<file path="src/rdsc_pkg.sv">
`timescale 1ns / 1ps

package rdsc_pkg;

    // Pipeline geometry
    localparam int SQRT_STEPS = 31;     // one root bit per stage
    localparam int S_PAIRS    = 16;     // bit pairs of the 32-bit squared length
    localparam int DIV_STEPS  = 16;     // one quotient bit per stage

    // Register reset values
    localparam logic [14:0] RING_RADIUS_RST = 15'd1024;
    localparam logic [14:0] DEAD_ZONE_RST   = 15'd4915;
    localparam logic [15:0] LIN_GAIN_RST    = 16'd16384;
    localparam logic [15:0] CUB_GAIN_RST    = 16'd16384;

    // Q1.15 one and full-scale deflection
    localparam logic [15:0] Q15_ONE   = 16'h8000;
    localparam logic [15:0] AXIS_FULL = 16'd32767;

    // Configuration register indexes
    typedef enum logic [7:0] {
        CFG_RING_RADIUS = 8'd0,
        CFG_DEAD_ZONE   = 8'd1,
        CFG_LINEAR_GAIN = 8'd2,
        CFG_CUBIC_GAIN  = 8'd3
    } cfg_index_t;

    typedef struct packed {
        logic signed [15:0] x;
        logic signed [15:0] y;
    } pos_t;

    // Per-item data carried down the pipe after the root
    typedef struct packed {
        pos_t        pos;
        logic [30:0] len;
        logic        zero;
    } carry_t;

endpackage

</file>
<file path="src/rdsc_sqrt.sv">
`timescale 1ns / 1ps

// Pipelined integer square root of s * 2^30, one root bit per stage.
module rdsc_sqrt
    import rdsc_pkg::*;
(
    input  logic        clk,
    input  logic        rst_n,
    input  logic        adv,
    input  logic        in_vld,
    input  logic [31:0] in_s,
    input  pos_t        in_pos,
    output logic        out_vld,
    output logic [30:0] out_root,
    output logic        out_exact,
    output pos_t        out_pos
);

    logic [SQRT_STEPS-1:0] vld_reg;
    logic [SQRT_STEPS-1:0] vld_next;
    logic [30:0]           root_reg  [SQRT_STEPS];
    logic [30:0]           root_next [SQRT_STEPS];
    logic [31:0]           rem_reg   [SQRT_STEPS];
    logic [31:0]           rem_next  [SQRT_STEPS];
    logic [31:0]           s_reg     [SQRT_STEPS];
    logic [31:0]           s_next    [SQRT_STEPS];
    pos_t                  pos_reg   [SQRT_STEPS];
    pos_t                  pos_next  [SQRT_STEPS];

    genvar k;
    generate
        for (k = 0; k < SQRT_STEPS; k++)
        begin : g_step
            logic        vld_cur;
            logic [30:0] root_cur;
            logic [31:0] rem_cur;
            logic [31:0] s_cur;
            pos_t        pos_cur;
            logic [1:0]  pair;
            logic [33:0] rem_sh;
            logic [33:0] trial;
            logic [33:0] diff;
            logic        take;

            if (k == 0)
            begin : g_first
                assign vld_cur  = in_vld;
                assign root_cur = '0;
                assign rem_cur  = '0;
                assign s_cur    = in_s;
                assign pos_cur  = in_pos;
            end
            else
            begin : g_rest
                assign vld_cur  = vld_reg[k-1];
                assign root_cur = root_reg[k-1];
                assign rem_cur  = rem_reg[k-1];
                assign s_cur    = s_reg[k-1];
                assign pos_cur  = pos_reg[k-1];
            end

            // low 30 bits of the operand are all zeros
            if (k < S_PAIRS)
            begin : g_pair
                assign pair = s_cur[31-2*k -: 2];
            end
            else
            begin : g_zero
                assign pair = 2'b00;
            end

            // trial subtract of 4*root + 1
            assign rem_sh = {rem_cur, pair};
            assign trial  = {1'b0, root_cur, 2'b01};
            assign take   = rem_sh >= trial;
            assign diff   = rem_sh - trial;

            assign vld_next[k]  = vld_cur;
            assign root_next[k] = {root_cur[29:0], take};
            assign rem_next[k]  = take ? diff[31:0] : rem_sh[31:0];
            assign s_next[k]    = s_cur;
            assign pos_next[k]  = pos_cur;
        end
    endgenerate

    // Valid bits
    always_ff @(posedge clk or negedge rst_n)
    begin
        if (!rst_n)
        begin
            vld_reg <= '0;
        end
        else if (adv)
        begin
            vld_reg <= vld_next;
        end
    end

    // Stage payload
    always_ff @(posedge clk)
    begin
        if (adv)
        begin
            for (int i = 0; i < SQRT_STEPS; i++)
            begin
                root_reg[i] <= root_next[i];
                rem_reg[i]  <= rem_next[i];
                s_reg[i]    <= s_next[i];
                pos_reg[i]  <= pos_next[i];
            end
        end
    end

    assign out_vld   = vld_reg[SQRT_STEPS-1];
    assign out_root  = root_reg[SQRT_STEPS-1];
    assign out_exact = rem_reg[SQRT_STEPS-1] == '0;
    assign out_pos   = pos_reg[SQRT_STEPS-1];

endmodule

</file>
<file path="config.mk">
export PLATFORM = sky130hd
export DESIGN_NAME = rdsc_sqrt
export DESIGN_NICKNAME = d
export VERILOG_FILES = /design/src/rdsc_pkg.sv /design/src/rdsc_sqrt.sv
export SDC_FILE = /design/constraint.sdc
export NUM_CORES = 2
export LEC_CHECK = 0
export ABC_AREA = 1
export CELL_PAD_IN_SITES_DETAIL_PLACEMENT = 1
export CELL_PAD_IN_SITES_GLOBAL_PLACEMENT = 1
export CORE_MARGIN = 5
export CORE_UTILIZATION = 30
export DETAILED_ROUTE_END_ITERATION = 8
export DONT_BUFFER_PORTS = 1
export PLACE_DENSITY = 0.51
export SYNTH_ARGS = -nofsm -noshare
export SYNTH_HDL_FRONTEND = slang
export SYNTH_SLANG_ARGS = --single-unit
</file>
<file path="constraint.sdc">
create_clock -name clk -period 3.63 [get_ports clk]
set_input_delay 0.1815 -clock clk [delete_from_list [all_inputs] [get_ports clk]]
set_output_delay 0.1815 -clock clk [all_outputs]
set_load 0.02 [all_outputs]
</file>
==> impl_metrics.env <==
export IMPL_status="complete, no violations"
export IMPL_fin_setup_tns_ns=0
export IMPL_period_minus_slack_ns=3.19
export IMPL_ys_warn_count=0
export IMPL_die_y_um=690
export IMPL_power_leakage_nw=68.8
export IMPL_grt_usage=0.171
export IMPL_crit_family="simple AND/OR/NAND/NOR gates"
export IMPL_synthDistinctLibCells=66
export IMPL_cts_hold_buf=138
export IMPL_core_mm2=0.460
export IMPL_rows=249
export IMPL_drv_cap=0
export IMPL_ys_flop_type="edfxtp_1"
export IMPL_antenna_found_initial=13
export IMPL_initial_core_util=0.302
export IMPL_worstHoldPathType="reg -> reg"
export IMPL_cts_root_buffer="clkbuf_16"
export IMPL_post_drt_wl_per_cell_um=19.2
export IMPL_post_cts_buffers=0
export IMPL_path_class="reg -> out"
export IMPL_rsz0062_at_grt="false"
export IMPL_final_util=0.345
export IMPL_dr_pass1_iters=6
export IMPL_postSynth_asyncResetShare=0.0115
export IMPL_avgSynthCellArea_um2=9.31
export IMPL_portBuffers=0
export IMPL_htreeDepth=5
export IMPL_clk_latency_ns=0.94
export IMPL_clk_pin_slew_ns=0.06
export IMPL_numCtsBuffers=320
export IMPL_routabilityCongestion=0.846
export IMPL_crit_fanout=1
export IMPL_grt_ovfl_total=0
export IMPL_tritoncts="done"
export IMPL_cp_num_buf_inv=0
export IMPL_dp_hpwl_mm=330
export IMPL_cts_path_max_buffers=4
export IMPL_dr_first_iter_drc_count=5792
export IMPL_cellPowerDensity_mw_per_mm2=585
export IMPL_die_area_mm2=0.477
export IMPL_syn_to_final_growth_pct=14.4
export IMPL_nets=16000
export IMPL_synth_top_area_frac=0.575
export IMPL_drive_gt1_frac=0.0617
export IMPL_cts_sinks=2690
export IMPL_syn_cell_area_mm2=0.139
export IMPL_fillers=53000
export IMPL_hold_viol=0
export IMPL_drc=0
export IMPL_worstSetupStartpointType="flop"
export IMPL_grt_pass1_wl_mm=632
export IMPL_synth_edf_count=2659
export IMPL_synth_seq_area_share=0.581
export IMPL_largest_register_ffs=992
export IMPL_worstPathArrival_ns=3.01
export IMPL_antenna_left=0
export IMPL_finClkSkew_ns=0.0828
export IMPL_grt_pass1_vias=101000
export IMPL_max_freq_mhz=313
export IMPL_via_per_inst=4.51
export IMPL_grt_start_max_net_pins=112
export IMPL_required_ns=3.45
export IMPL_synthTopCellsByArea="edfxtp_1 (58%), nand2_1 (13%), inv_1 (6.8%)"
export IMPL_peakVddDrop_v=0.000407
export IMPL_worstMarginPinSlew_ns=0.999
export IMPL_cp_slowest_stage_delay_ns=0.87
export IMPL_slowest_stage="nor4_1"
export IMPL_relSlewSlack=0.328
export IMPL_routed_wl_mm=418
export IMPL_synth_seq_cells=2690
export IMPL_ios=133
export IMPL_syn_nets=15500
export IMPL_post_cts_resized=0
export IMPL_finalSetupViolations=0
export IMPL_fin_crit_sh=0.880
export IMPL_synth_top_area_cell="edfxtp_1"
export IMPL_die_w_um=690
export IMPL_num_vias=98300
export IMPL_synthCells=14900
export IMPL_end_kind="primary output"
export IMPL_crit_path_cell_trace="nor4_1 -> nand4_1 -> nor2_1"
export IMPL_slew_viol_final=0
==> power by group <==
group          internal, mW  switching (mW)
sequential             38.3            2.81
combinational          6.14            13.4
clock                  18.9            13.3
==> worst reg2reg max path: cells and delay by family (launching register included) <==
kind,cells,cell delay [ns]
buffers and inverters,4,0.62
adders and majority gates,2,0.62
AOI/OAI and AO/OA,1,0.06
DFF,1,0.44
and+or+nand+nor,9,1.14
==> cell usage after synthesis, drive strengths merged, types with 7 or more instances <==
cell type / instances
nor2: 1225
a21boi: 9
inv: 2559
nand4: 193
edfxtp: 2659
o21ai: 358
nand2: 4872
a21oi: 658
nor3: 210
and2: 17
xor2: 229
nor4: 20
dfrtp: 31
clkbuf: 7
o21bai: 55
fa: 15
and3: 14
buf: 117
or2: 28
xnor2: 135
nand3b: 83
nand3: 886
ha: 500
==> metal layers <==
layer	vias up	GRT usage	routed length (µm)
li1	49600	-	-
met3	470	0.0178	12100
met4	0	0.0369	9040
met1	47000	0.234	198000
met2	1155	0.292	199000
met5	-	0	0
==> cell families after synthesis <==
group	synth area share
adder cells (fa/ha/maj)	0.0472
other	0.0000270
buffers and inverters	0.0772
AND/OR/NAND/NOR	0.227
multiplexers	0.000243
XOR/XNOR	0.0230
flip-flops	0.581
AO/OA/AOI/OAI	0.0451
==> per-stage QoR <==
| stage | cells | instance area [µm²] | total power, mW | setup WS [ns] | hold WS (ns) |
|---|---|---|---|---|---|
| 4_1_cts | 21800 | 159000 | 94.5 | 0.382 | 0.256 |
| 3_3_place_gp | 21100 | 147000 | 61.3 | 0.537 | -0.113 |
| 2_1_floorplan | 14900 | 139000 | 53.3 | 1.20 | -0.114 |
| 6_report | 21800 | 159000 | 92.9 | 0.436 | 0.350 |
| 3_5_place_dp | 21100 | 147000 | 61.4 | 0.467 | -0.113 |
| 5_1_grt | 21800 | 159000 | 98.5 | 0.167 | 0.308 |
==> final timing paths <==
kind,startpoint,endpoint,slack (ns),cells after the start
max,rem_reg[1][456],out_exact,0.44,3
min,pos_reg[0][33],pos_reg[0][65],0.35,0
min reg2reg,pos_reg[0][33],pos_reg[0][65],0.35,0
min in group asynchronous,rst_n,vld_reg[9],0.37,4
max reg2reg,rem_reg[1][385],rem_reg[1][426],0.45,16
max in group asynchronous,rst_n,vld_reg[3],3.10,4
==> placed cells by master, fill, tap and decap left out, types with 44 or more instances in the layout <==
cell,netlist,layout
edfxtp_1,2659,2659
clkinv_2,0,45
nor2_1,1185,1185
clkbuf_1,6,58
xnor2_1,135,135
nand2_1,4794,4794
xor2_1,229,229
nand3_1,865,865
clkinv_1,0,63
o21ai_1,44,44
dlygate4sd3_1,0,136
nand4_1,193,193
buf_12,1,44
inv_1,2506,2506
buf_4,30,90
o21ai_0,259,259
nor3_1,196,196
o21ai_2,55,55
o21bai_1,54,54
nand3b_1,82,82
nand2_2,66,66
clkbuf_16,0,324
a21oi_2,76,76
a21oi_1,581,581
ha_1,500,500
==> area by class of cell <==
class / count / area (µm²) / area share
Antenna cell: 4 / 10.0 / 0.0000630
Clock buffer: 385 / 8370 / 0.0527
Clock inverter: 196 / 2080 / 0.0131
Inverter: 2559 / 9640 / 0.0607
Multi-Input combinational cell: 9546 / 47500 / 0.299
Sequential cell: 2690 / 80600 / 0.508
Tap cell: 6149 / 7690 / 0.0484
Timing Repair Buffer: 271 / 2950 / 0.0185
No activity file was read; power rests on OpenSTA's default activity.
